**config.mk**
```make
export PLATFORM = sky130hd
export DESIGN_NAME = independent_watchdog_keyed
export DESIGN_NICKNAME = d
export VERILOG_FILES = /design/src/iwk_pkg.sv /design/src/iwk_core.sv /design/src/iwk_out_buf.sv /design/src/independent_watchdog_keyed.sv
export VERILOG_INCLUDE_DIRS = /design/src /design/src/src
export SDC_FILE = /design/constraint.sdc
export NUM_CORES = 1
export LEC_CHECK = 0
export BUFFER_PORTS_ARGS = -buffer_cell sky130_fd_sc_hd__buf_2
export CORE_MARGIN = 3
export CORE_UTILIZATION = 50
export DETAILED_ROUTE_END_ITERATION = 6
export GPL_TIMING_DRIVEN = 0
export PLACE_DENSITY_LB_ADDON = 0.12
export SLEW_MARGIN = 40
export SYNTH_ARGS = -nofsm -noshare
export SYNTH_HDL_FRONTEND = slang
export SYNTH_SLANG_ARGS = --single-unit
```
**constraint.sdc**
```tcl
create_clock -name clk -period 2.3 [get_ports clk]
set_input_delay 0.115 -clock clk [delete_from_list [all_inputs] [get_ports clk]]
set_output_delay 0.115 -clock clk [all_outputs]
set_load 0.1 [all_outputs]
```
**src/independent_watchdog_keyed_macros.svh**
```systemverilog
// Assertion helpers shared by the watchdog sources.
// Each macro samples on clk and is quiet while rst_n is low.
`ifndef INDEPENDENT_WATCHDOG_KEYED_MACROS_SVH
`define INDEPENDENT_WATCHDOG_KEYED_MACROS_SVH

`ifndef ASSERT_OFF

// Property that must hold at every clock edge out of reset.
`define IWK_ASSERT(label, prop, msg) \
    label: assert property (@(posedge clk) disable iff (!rst_n) (prop)) else $error(msg);

// Condition that must never be seen at a clock edge out of reset.
`define IWK_NEVER(label, cond, msg) \
    label: assert property (@(posedge clk) disable iff (!rst_n) !(cond)) else $error(msg);

`else

`define IWK_ASSERT(label, prop, msg)
`define IWK_NEVER(label, cond, msg)

`endif

`endif

```
**src/iwk_pkg.sv**
```systemverilog
package iwk_pkg;

    // Request types.
    localparam logic [1:0] REQ_TICK  = 2'd0;
    localparam logic [1:0] REQ_READ  = 2'd1;
    localparam logic [1:0] REQ_WRITE = 2'd2;

    // Register indexes.
    localparam logic [2:0] REG_KEY       = 3'd0;
    localparam logic [2:0] REG_PRESCALER = 3'd1;
    localparam logic [2:0] REG_RELOAD    = 3'd2;
    localparam logic [2:0] REG_STATUS    = 3'd3;
    localparam logic [2:0] REG_WINDOW    = 3'd4;

    // Key values.
    localparam logic [15:0] KEY_UNLOCK = 16'h5555;
    localparam logic [15:0] KEY_START  = 16'hCCCC;
    localparam logic [15:0] KEY_RELOAD = 16'hAAAA;

    // Largest prescaler code used by a reload.
    localparam logic [2:0] MAX_CODE = 3'd6;

    // Reset value of the reload and window registers.
    localparam logic [11:0] SETTING_RESET = 12'hFFF;

    // Largest value the down counter can hold (reload of 4095 plus one).
    localparam logic [12:0] DOWN_MAX = 13'd4096;

    // One result item.
    typedef struct packed {
        logic [11:0] read_data;
        logic        timeout;
        logic        reset_request;
    } iwk_result_t;

endpackage

```
**src/iwk_core.sv**
```systemverilog
`include "independent_watchdog_keyed_macros.svh"

module iwk_core
    import iwk_pkg::*;
(
    input  logic        clk,
    input  logic        rst_n,
    input  logic        cfg_we,
    input  logic        cfg_wdata,
    input  logic        accept,
    input  logic [1:0]  req_type,
    input  logic [2:0]  reg_index,
    input  logic [15:0] write_data,
    output iwk_result_t result
);

    logic        reset_enable_reg;
    logic        running_reg, running_next;
    logic        unlocked_reg, unlocked_next;
    logic        armed_reg, armed_next;
    logic [2:0]  prescale_setting_reg, prescale_setting_next;
    logic [11:0] reload_setting_reg, reload_setting_next;
    logic [11:0] window_setting_reg, window_setting_next;
    logic [2:0]  latched_divider_reg, latched_divider_next;
    logic [7:0]  prescale_count_reg, prescale_count_next;
    logic [12:0] down_count_reg, down_count_next;

    logic [2:0]  reload_code;
    logic [7:0]  divisor_low;
    logic [9:0]  divisor_full;
    logic [7:0]  count_inc;
    logic [12:0] down_dec;
    logic        do_reload;

    // Prescaler code latched at reload, clamped to the largest supported code.
    assign reload_code = (prescale_setting_reg > MAX_CODE) ? MAX_CODE : prescale_setting_reg;

    // Divisor of 4 << code; a divisor of 256 wraps to zero in the 8-bit count.
    assign divisor_full = 10'd4 << latched_divider_reg;
    assign divisor_low  = divisor_full[7:0];
    assign count_inc    = prescale_count_reg + 8'd1;
    assign down_dec     = (down_count_reg != 13'd0) ? (down_count_reg - 13'd1) : down_count_reg;

    // Next state and result for the request at the input.
    always_comb
    begin
        running_next          = running_reg;
        unlocked_next         = unlocked_reg;
        armed_next            = armed_reg;
        prescale_setting_next = prescale_setting_reg;
        reload_setting_next   = reload_setting_reg;
        window_setting_next   = window_setting_reg;
        latched_divider_next  = latched_divider_reg;
        prescale_count_next   = prescale_count_reg;
        down_count_next       = down_count_reg;
        do_reload             = 1'b0;
        result                = '0;

        case (req_type)
            REQ_TICK:
            begin
                if (armed_reg)
                begin
                    if (count_inc == divisor_low)
                    begin
                        prescale_count_next = 8'd0;
                        down_count_next     = down_dec;
                        if (down_dec == 13'd0)
                        begin
                            armed_next     = 1'b0;
                            result.timeout = 1'b1;
                        end
                    end
                    else
                    begin
                        prescale_count_next = count_inc;
                    end
                end
            end
            REQ_READ:
            begin
                case (reg_index)
                    REG_PRESCALER: result.read_data = {9'd0, prescale_setting_reg};
                    REG_RELOAD:    result.read_data = reload_setting_reg;
                    REG_WINDOW:    result.read_data = window_setting_reg;
                    default:       result.read_data = 12'd0;
                endcase
            end
            REQ_WRITE:
            begin
                if (reg_index == REG_KEY)
                begin
                    if (write_data == KEY_UNLOCK)
                    begin
                        unlocked_next = 1'b1;
                    end
                    else if (write_data == KEY_START)
                    begin
                        running_next = 1'b1;
                        do_reload    = 1'b1;
                    end
                    else if (write_data == KEY_RELOAD && running_reg)
                    begin
                        do_reload = 1'b1;
                    end
                end
                else if (unlocked_reg)
                begin
                    case (reg_index)
                        REG_PRESCALER: prescale_setting_next = write_data[2:0];
                        REG_RELOAD:    reload_setting_next   = write_data[11:0];
                        REG_WINDOW:    window_setting_next   = write_data[11:0];
                        default:       ;
                    endcase
                end
            end
            default: ;
        endcase

        // A reload restarts the prescaler and arms a fresh countdown.
        if (do_reload)
        begin
            latched_divider_next = reload_code;
            prescale_count_next  = 8'd0;
            down_count_next      = {1'b0, reload_setting_reg} + 13'd1;
            armed_next           = 1'b1;
        end

        result.reset_request = result.timeout & reset_enable_reg;
    end

    // Control state.
    always_ff @(posedge clk or negedge rst_n)
    begin
        if (!rst_n)
        begin
            reset_enable_reg     <= 1'b0;
            running_reg          <= 1'b0;
            unlocked_reg         <= 1'b0;
            armed_reg            <= 1'b0;
            prescale_setting_reg <= 3'd0;
            reload_setting_reg   <= SETTING_RESET;
            window_setting_reg   <= SETTING_RESET;
            latched_divider_reg  <= 3'd0;
            prescale_count_reg   <= 8'd0;
            down_count_reg       <= 13'd0;
        end
        else
        begin
            if (cfg_we)
            begin
                reset_enable_reg <= cfg_wdata;
            end
            if (accept)
            begin
                running_reg          <= running_next;
                unlocked_reg         <= unlocked_next;
                armed_reg            <= armed_next;
                prescale_setting_reg <= prescale_setting_next;
                reload_setting_reg   <= reload_setting_next;
                window_setting_reg   <= window_setting_next;
                latched_divider_reg  <= latched_divider_next;
                prescale_count_reg   <= prescale_count_next;
                down_count_reg       <= down_count_next;
            end
        end
    end

    // A timeout leaves the watchdog disarmed until the next reload.
    `IWK_ASSERT(a_timeout_disarms, (accept && result.timeout) |=> !armed_reg, "timeout did not disarm")

    // A start key always runs and arms the countdown with a nonzero count.
    `IWK_ASSERT(a_start_arms, (accept && req_type == REQ_WRITE && reg_index == REG_KEY && write_data == KEY_START) |=> (armed_reg && running_reg && down_count_reg != 13'd0), "start key did not arm")

    // Once unlocked, the registers stay unlocked until reset.
    `IWK_ASSERT(a_unlock_sticky, unlocked_reg |=> unlocked_reg, "unlock was lost")

    // The countdown never exceeds the largest reload plus one.
    `IWK_NEVER(a_down_range, down_count_reg > DOWN_MAX, "down counter out of range")

endmodule

```
**src/iwk_out_buf.sv**
```systemverilog
`include "independent_watchdog_keyed_macros.svh"

module iwk_out_buf
    import iwk_pkg::*;
(
    input  logic        clk,
    input  logic        rst_n,
    input  logic        push,
    input  iwk_result_t push_data,
    output logic        space,
    output logic        out_valid,
    input  logic        out_ready,
    output iwk_result_t out_data
);

    logic        main_valid_reg, main_valid_next;
    logic        skid_valid_reg, skid_valid_next;
    iwk_result_t main_data_reg, main_data_next;
    iwk_result_t skid_data_reg, skid_data_next;
    logic        pop;

    // New requests are taken while the skid slot is free.
    assign space     = !skid_valid_reg;
    assign out_valid = main_valid_reg;
    assign out_data  = main_data_reg;
    assign pop       = main_valid_reg && out_ready;

    // Output slot refills from the skid slot first, then from a new result.
    always_comb
    begin
        main_valid_next = main_valid_reg;
        skid_valid_next = skid_valid_reg;
        main_data_next  = main_data_reg;
        skid_data_next  = skid_data_reg;
        if (!main_valid_reg || pop)
        begin
            if (skid_valid_reg)
            begin
                main_valid_next = 1'b1;
                main_data_next  = skid_data_reg;
                skid_valid_next = 1'b0;
            end
            else if (push)
            begin
                main_valid_next = 1'b1;
                main_data_next  = push_data;
            end
            else
            begin
                main_valid_next = 1'b0;
            end
        end
        else if (push)
        begin
            skid_valid_next = 1'b1;
            skid_data_next  = push_data;
        end
    end

    // Valid flags.
    always_ff @(posedge clk or negedge rst_n)
    begin
        if (!rst_n)
        begin
            main_valid_reg <= 1'b0;
            skid_valid_reg <= 1'b0;
        end
        else
        begin
            main_valid_reg <= main_valid_next;
            skid_valid_reg <= skid_valid_next;
        end
    end

    // Result payload.
    always_ff @(posedge clk)
    begin
        main_data_reg <= main_data_next;
        skid_data_reg <= skid_data_next;
    end

    // The skid slot only fills behind a waiting output.
    `IWK_ASSERT(a_skid_behind_main, skid_valid_reg |-> main_valid_reg, "skid holds data with empty output")

    // A held result plus a new one must never overflow the buffer.
    `IWK_NEVER(a_no_overflow, push && skid_valid_reg, "push into full buffer")

endmodule

```
**src/independent_watchdog_keyed.sv**
```systemverilog
// Keyed independent watchdog.
// Input channel (in_valid/in_ready) carries one request per item: a tick of
// the low-speed clock, a register read or a register write (req_type,
// reg_index, write_data). Output channel (out_valid/out_ready) returns one
// result per request: read_data, timeout and reset_request.
// The reset_enable bit is written through cfg_we/cfg_wdata; the user must write
// it only while idle, which the block itself does not enforce. Each request is
// handled by the combinational state update in iwk_core; its result is registered
// in the output buffer. One request per cycle is sustained as long as the
// receiver takes results.
// When the receiver stalls, a two-entry output buffer holds the waiting
// result and one more; in_ready drops only once both entries are full.
// Reset clears the watchdog: stopped, locked, disarmed, prescaler 0, reload
// and window 4095, reset_enable 0, output buffer empty.
module independent_watchdog_keyed
    import iwk_pkg::*;
(
    input  logic        clk,
    input  logic        rst_n,
    input  logic        cfg_we,
    input  logic        cfg_wdata,
    input  logic        in_valid,
    output logic        in_ready,
    input  logic [1:0]  req_type,
    input  logic [2:0]  reg_index,
    input  logic [15:0] write_data,
    output logic        out_valid,
    input  logic        out_ready,
    output logic [11:0] read_data,
    output logic        timeout,
    output logic        reset_request
);

    logic        accept;
    iwk_result_t core_result;
    iwk_result_t out_data;

    // A request is taken when the output buffer has room.
    assign accept = in_valid && in_ready;

    // Watchdog state and per-request result.
    iwk_core u_core (
        .clk        (clk),
        .rst_n      (rst_n),
        .cfg_we     (cfg_we),
        .cfg_wdata  (cfg_wdata),
        .accept     (accept),
        .req_type   (req_type),
        .reg_index  (reg_index),
        .write_data (write_data),
        .result     (core_result)
    );

    // Result register with skid slot.
    iwk_out_buf u_out_buf (
        .clk       (clk),
        .rst_n     (rst_n),
        .push      (accept),
        .push_data (core_result),
        .space     (in_ready),
        .out_valid (out_valid),
        .out_ready (out_ready),
        .out_data  (out_data)
    );

    assign read_data     = out_data.read_data;
    assign timeout       = out_data.timeout;
    assign reset_request = out_data.reset_request;

endmodule

```
* Word level (Yosys, flattened, before mapping)
Cells that the tools add are included.
** Word-level totals
- Memory bits (read-only) :: 0
- Memories kept :: 0
- Memory bits (writable) :: 0
- Logic and storage cells :: 94
- Bits in registers :: 85
- Bits in latches :: 0
- Output and inout port bits :: 16
- Input bits :: 27
** Operators by class
- Magnitude comparators :: 1
- Reduce and logical (&&, ||, !) cells :: 26
- Bitwise gates (word level) :: 4
- Div/mod/pow operators :: 0
- $mul :: 0
- Equality and inequality tests :: 9
- Shifts and indexed selects :: 1
- $add $sub $neg :: 3
- Multiplexer cells :: 32
** Operators by type and width (number)
- 13-bit 2-to-1 mux :: 5
- 12-bit case mux with 3 select lines :: 1
- 16-bit equality test, second input constant :: 2
- 8-bit 2-to-1 mux :: 4
- 14-bit 2-to-1 mux :: 2
- 5-bit AND reduction :: 4
- 1-bit 2-to-1 mux :: 18
- 16-bit by 15-bit equality test with 1-bit output, second input constant :: 1
- 12-bit by 1-bit adder with 13-bit output, second input constant :: 1
- 13-bit logical NOT :: 1
- 13-bit nonzero test :: 1
- 13-bit by 1-bit subtractor with 13-bit output, second input constant :: 1
- 12-bit 2-to-1 mux :: 1
- 2-bit nonzero test :: 5
- 8-bit by 1-bit adder with 8-bit output, second input constant :: 1
- 8-bit equality test :: 1
- 2-bit AND reduction :: 4
- 4-bit AND reduction :: 2
- 3-bit by 3-bit << shifter with 8-bit output, first input constant :: 1
- 3-bit by 1-bit equality test with 1-bit output, second input constant :: 1
- 3-bit by 2-bit equality test with 1-bit output, second input constant :: 1
- 3-bit equality test, second input constant :: 1
- 3-bit > comparator, second input constant :: 1
- 1-bit logical AND :: 3
- 10 further kinds :: 13

* Longest topological paths before layout
- Word-level depth :: 10
- Depth in mapped cells :: 11

* Hierarchy
Synthesis repeated with hierarchy kept, for this count alone.
** Unflattened totals
- Cell total of the unflattened synthesis :: 451
- Area, all modules :: 4735.8 µm²
** By module, submodules not included
- iwk_core :: area each 3583.4 µm², cells an instance 396, times used 1
- iwk_out_buf :: area each 1146.1 µm², cells an instance 54, times used 1
- independent_watchdog_keyed :: area each 6.3 µm², cells an instance 1, times used 1

* Worst setup path before layout
Ideal clock, no wire load.
- Kind :: register to register
- Start :: register u_out_buf.main_valid_reg (netlist: u_out_buf.out_valid)
- End :: register u_out_buf.skid_data_reg[0] in the netlist's numbering (enable)
- Cell stages (with the launch flop) :: 3
- Arrival :: 2287 ps
- Setup slack :: -393 ps
- Buffers on the path :: 0
- Required time :: 1894 ps
- Library setup time :: 406 ps
- Path through :: dfrtp_1 -> nand2b_1 -> nor3b_1
** Between the ends
- Word-level cells in the longest chain between the ends :: 4
** RTL lines
- start, declared :: RTL line iwk_out_buf.sv:16 : logic main_valid_reg, main_valid_next;
- start signal, assigned :: RTL line iwk_out_buf.sv:70 : main_valid_reg <= main_valid_next;
- 1-bit logical NOT / 1-bit logical AND (equally long branches) :: RTL line iwk_out_buf.sv:35, iwk_out_buf.sv:26
- 1-bit logical OR * :: RTL line iwk_out_buf.sv:35 : if (!main_valid_reg || pop)
- 1-bit NOT (no source line) *
- 2-bit AND reduction (no source line) *
- end signal, assigned :: RTL line iwk_out_buf.sv:79 : skid_data_reg <= skid_data_next;
- end, declared :: RTL line iwk_out_buf.sv:19 : iwk_result_t skid_data_reg, skid_data_next;
Every way passes the cells marked *; elsewhere a longest branch is shown, timed or not.
A chain may end at the register's enable or synchronous reset.

* Final worst setup path
- Start :: register u_core.down_count_reg[1]
- End :: register u_out_buf.main_data_reg (netlist bit u_out_buf.out_data[0]), data pin
** Between the ends
- Word-level cells in the longest chain between the ends :: 10
** RTL lines
- start, declared :: RTL line iwk_core.sv:26 : logic [12:0] down_count_reg, down_count_next;
- start signal, assigned :: RTL line iwk_core.sv:164 : down_count_reg <= down_count_next;
- 13-bit by 1-bit subtractor with 13-bit output / 13-bit nonzero test (equally long branches) :: RTL line iwk_core.sv:42 : assign down_dec = (down_count_reg != 13'd0) ? (down_count_reg - 13'd1) : down_count_reg;
- 13-bit 2-to-1 mux * :: RTL line iwk_core.sv:42
- 13-bit logical NOT * :: RTL line iwk_core.sv:68 : if (down_dec == 13'd0)
- 1-bit 2-to-1 mux * :: RTL line iwk_core.sv:68
- 1-bit 2-to-1 mux * :: RTL line iwk_core.sv:64 : if (count_inc == divisor_low)
- 1-bit 2-to-1 mux * :: RTL line iwk_core.sv:62 : if (armed_reg)
- 1-bit 2-to-1 mux * :: RTL line iwk_core.sv:59 : case (req_type)
- 1-bit AND * :: RTL line iwk_core.sv:129 : result.reset_request = result.timeout & reset_enable_reg;
- 14-bit 2-to-1 mux * :: RTL line iwk_out_buf.sv:43 : else if (push)
- 14-bit 2-to-1 mux * :: RTL line iwk_out_buf.sv:37 : if (skid_valid_reg)
- end signal, assigned :: RTL line iwk_out_buf.sv:78 : main_data_reg <= main_data_next;
- end, declared :: RTL line iwk_out_buf.sv:18 : iwk_result_t main_data_reg, main_data_next;
Every way passes the cells marked *; elsewhere a longest branch is shown, timed or not. The select of a mux whose other input is x is not followed.

==> impl_metrics.csv <==
group,metric,value,unit
outcome,status,"finished with violations",
outcome,violations,"negative setup slack",
setup_path,critPathArrivalTime,2.60,ns
floorplan,start_util,51.79,%
timing,tightest_slew,0.7389,ns
place,dp_hpwl,8.373,mm
floorplan,dieArea,10830,µm²
power_and_ir_drop,power_leakage,2.393,nW
global_route,grt_usage,22.34,%
setup_path,start_kind,"register",
floorplan,core_area,9284,µm²
detailed_routing,drc,0,
setup_path,cp.required,2.42,ns
timing,drv_slew,0,
setup_path,crit_fanout,5,
final_layout,num_antenna_cells,0,
synthesis,synth_ff_type,"dfrtp_1",
detailed_routing,vias,4092,
final_layout,final_util,65.70,%
synthesis,synth_area_leaders,"edfxtp_1 17%, dfrtp_1 17%, dfstp_2 13%, mux2_1 4.2%, nand2_1 3.3%",
synthesis,synth_seq_cells,85,
global_route,grt_pass1_wl,19.64,mm
detailed_routing,wire_per_inst,18.48,µm
timing,setup_slack,-0.1811,ns
timing,slew_headroom,50.74,%
final_layout,final_layout_size_suffix_gt1_share,39.50,%
global_route,antenna_found_initial,0,
setup_path,end_kind,"register",
timing,hold_viol_final,0,
clock_tree,ctsRootBufferMaster,"clkbuf_8",
timing,clock.fmax,0.4030,GHz
floorplan,die_y,104.1,µm
clock_tree,cts_max_level,3,
detailed_routing,wl,12.67,mm
clock_tree,cts_inserted_buffers,9,
power_and_ir_drop,peakVddDrop,310.9,µV
synthesis,avgSynthCellArea,10.52,µm²
synthesis,yosysTopAreaCell,"edfxtp_1",
global_route,grt_pass1_vias,3779,
global_route,globalRouteOverflowTotal,0,
final_layout,fin_nets,583,
run,drv_cap,0,
final_layout,synthToLayoutAreaGrowth,26.85,%
place,postPlaceCellArea,5229,µm²
synthesis,synthCells,457,
place,globalplace.congestion,0.8420,
worst_hold_path,hp-class,"in -> reg",
timing,rsz0062_at_grt,"yes",
timing,finalSetupTns,-0.5628,ns
floorplan,rows,35,
detailed_routing,first_pass_iters,5,
synthesis,synth.cell_area,4808,µm²
clock_tree,clk_pin_slew,0.10,ns
power_and_ir_drop,powerDensity,502.4,nW/µm²
synthesis,async_flop_share,67.06,%
clock_tree,cts_tree,"done",
final_layout,stdcell_area,6100,µm²
timing,final-setup-viol-count,7,
timing,fin_crit_sh,107.9,%
clock_tree,clock-sinks,85,
floorplan,io_pins,43,
setup_path,path_class,"reg -> reg",
synthesis,yosysWarnings,0,
timing,period_needed,2.481,ns
clock_tree,clockBufferDepth,2,
synthesis,synth_edf_count,28,
detailed_routing,vias_per_cell,5.965,
place,portBuffers,42,
synthesis,synth_top_area_share,17.49,%
detailed_routing,drt_iter0_drc,287,
detailed_routing,drtAntennaViolNets,0,
synthesis,ys_seq_area_share,47.78,%
floorplan,die_w,104.1,µm
synthesis,synth.distinct_cells,72,
synthesis,synth_fp_nets,488,
global_route,grt_max_degree,58,
clock_tree,insertion_delay,0.36,ns
timing,finalClockSkew,0.01013,ns
synth_stat cells, drive strengths merged, types with 5 or more instances:
cell type and count:
nor2 36, a22oi 13, nor2b 5, dfrtp 33, o31ai 17, buf 9, nor4bb 5, or3 6
nand2 42, edfxtp 28, clkbuf 19, nand3b 6, inv 10, o22ai 6, or3b 6, o211ai 5
mux2i 5, mux2 30, and3 8, xor2 8, nor4 6, a31oi 7, a21oi 14, xnor2 9
nor3 8, dfstp 24, o21ai 20, nand3 13
routing by layer:
metal	global-route usage (%)	up-vias	share of wire, %	routed length [µm]
li1	-	1911	-	-
met1	33.40	1986	46	5866
met2	34.17	166	45	5732
met3	2.793	29	6.0	763
met4	6.458	0	2.5	311
met5	0	-	0	0
worst paths after layout:
| check | slack, ns | endpoint | cells past startpoint | start |
|---|---|---|---|---|
| hold reg to reg | 0.47 | u_core.running_reg$_DFFE_PN0P_ | 1 | u_core.running_reg$_DFFE_PN0P_ |
| max in group asynchronous | 1.40 | u_core.latched_divider_reg[1]$_DFFE_PN0P_ | 2 | rst_n |
| setup reg to reg | -0.18 | u_out_buf.out_data[0]$_DFFE_PP_ | 6 | u_core.down_count_reg[1]$_DFFE_PN0P_ |
| setup / recovery | -0.18 | u_out_buf.out_data[0]$_DFFE_PP_ | 6 | u_core.down_count_reg[1]$_DFFE_PN0P_ |
| hold / removal | 0.01 | u_core.reload_setting_reg[10]$_DFFE_PN1P_ | 2 | write_data[10] |
| min in group asynchronous | 0.36 | u_core.down_count_reg[3]$_DFFE_PN0P_ | 2 | rst_n |
cells by family after synthesis:
group                    count (synthesis)  synth area share, %
flip-flops                              85                47.78
XOR/XNOR                                17                3.097
buffers and inverters                   38                3.929
AND/OR/NAND/NOR                        172                20.71
AO/OA/AOI/OAI                          106                15.38
multiplexers                            35                8.067
adder cells (fa/ha/maj)                  4                1.041
critical path, cell delays in order (launching register included):
cell and delay [ns]:
dfrtp_2 0.45, or4_4 0.59, or4b_4 0.51, mux2i_2 0.17
and2_4 0.17, and4_4 0.18, a22o_1 0.18
power by group:
group | switching, mW | total, mW | internal [mW]
registers | 0.00906 | 1.61 | 1.60
logic | 0.270 | 0.337 | 0.0673
clock network | 0.578 | 1.12 | 0.540
placed cells by master (no fill, tap or decap), drive strengths merged, types with 14 or more instances in the layout:
cell / n
edfxtp: 28
o21ai: 20
dfrtp: 33
mux2: 30
clkbuf: 22
dfstp: 24
buf: 98
a21oi: 14
nor2: 36
nand2: 42
o31ai: 17
layout make-up:
type | instances | area [µm²]
clock buffers | 12 | 177.7
clock inverters | 4 | 35.03
repair buffers | 92 | 603.1
flip-flops and latches | 85 | 2312
multi-input cells | 334 | 2624
plain buffers | 20 | 143.9
fillers | 753 | 3184
well taps | 129 | 161.4
inverters | 10 | 42.54
stage by stage:
step | worst slack, ns | hold slack, ns | cells | power, mW
after global routing | -0.2915 | 0.02894 | 686 | 3.167
after detailed placement | -0.6158 | 0.2254 | 628 | 1.967
final | -0.1811 | 0.009536 | 686 | 3.065
after floorplan | -0.1111 | -0.1806 | 457 | 1.868
after global placement | -0.5750 | 0.3499 | 628 | 1.959
after CTS | -0.2111 | 0.003011 | 667 | 3.080
timing repair:
action / CTS / global route
cloned: 0 / 1
setup buffers: 24 / 21
endpoints found under the hold margin: 35 / 0
setup endpoints to repair: 46 / 26
hold buffers: 4 / 0
resized for setup: 45 / 46
pin swaps: 18 / 14
Note: power is estimated with default switching activity, not from simulation.
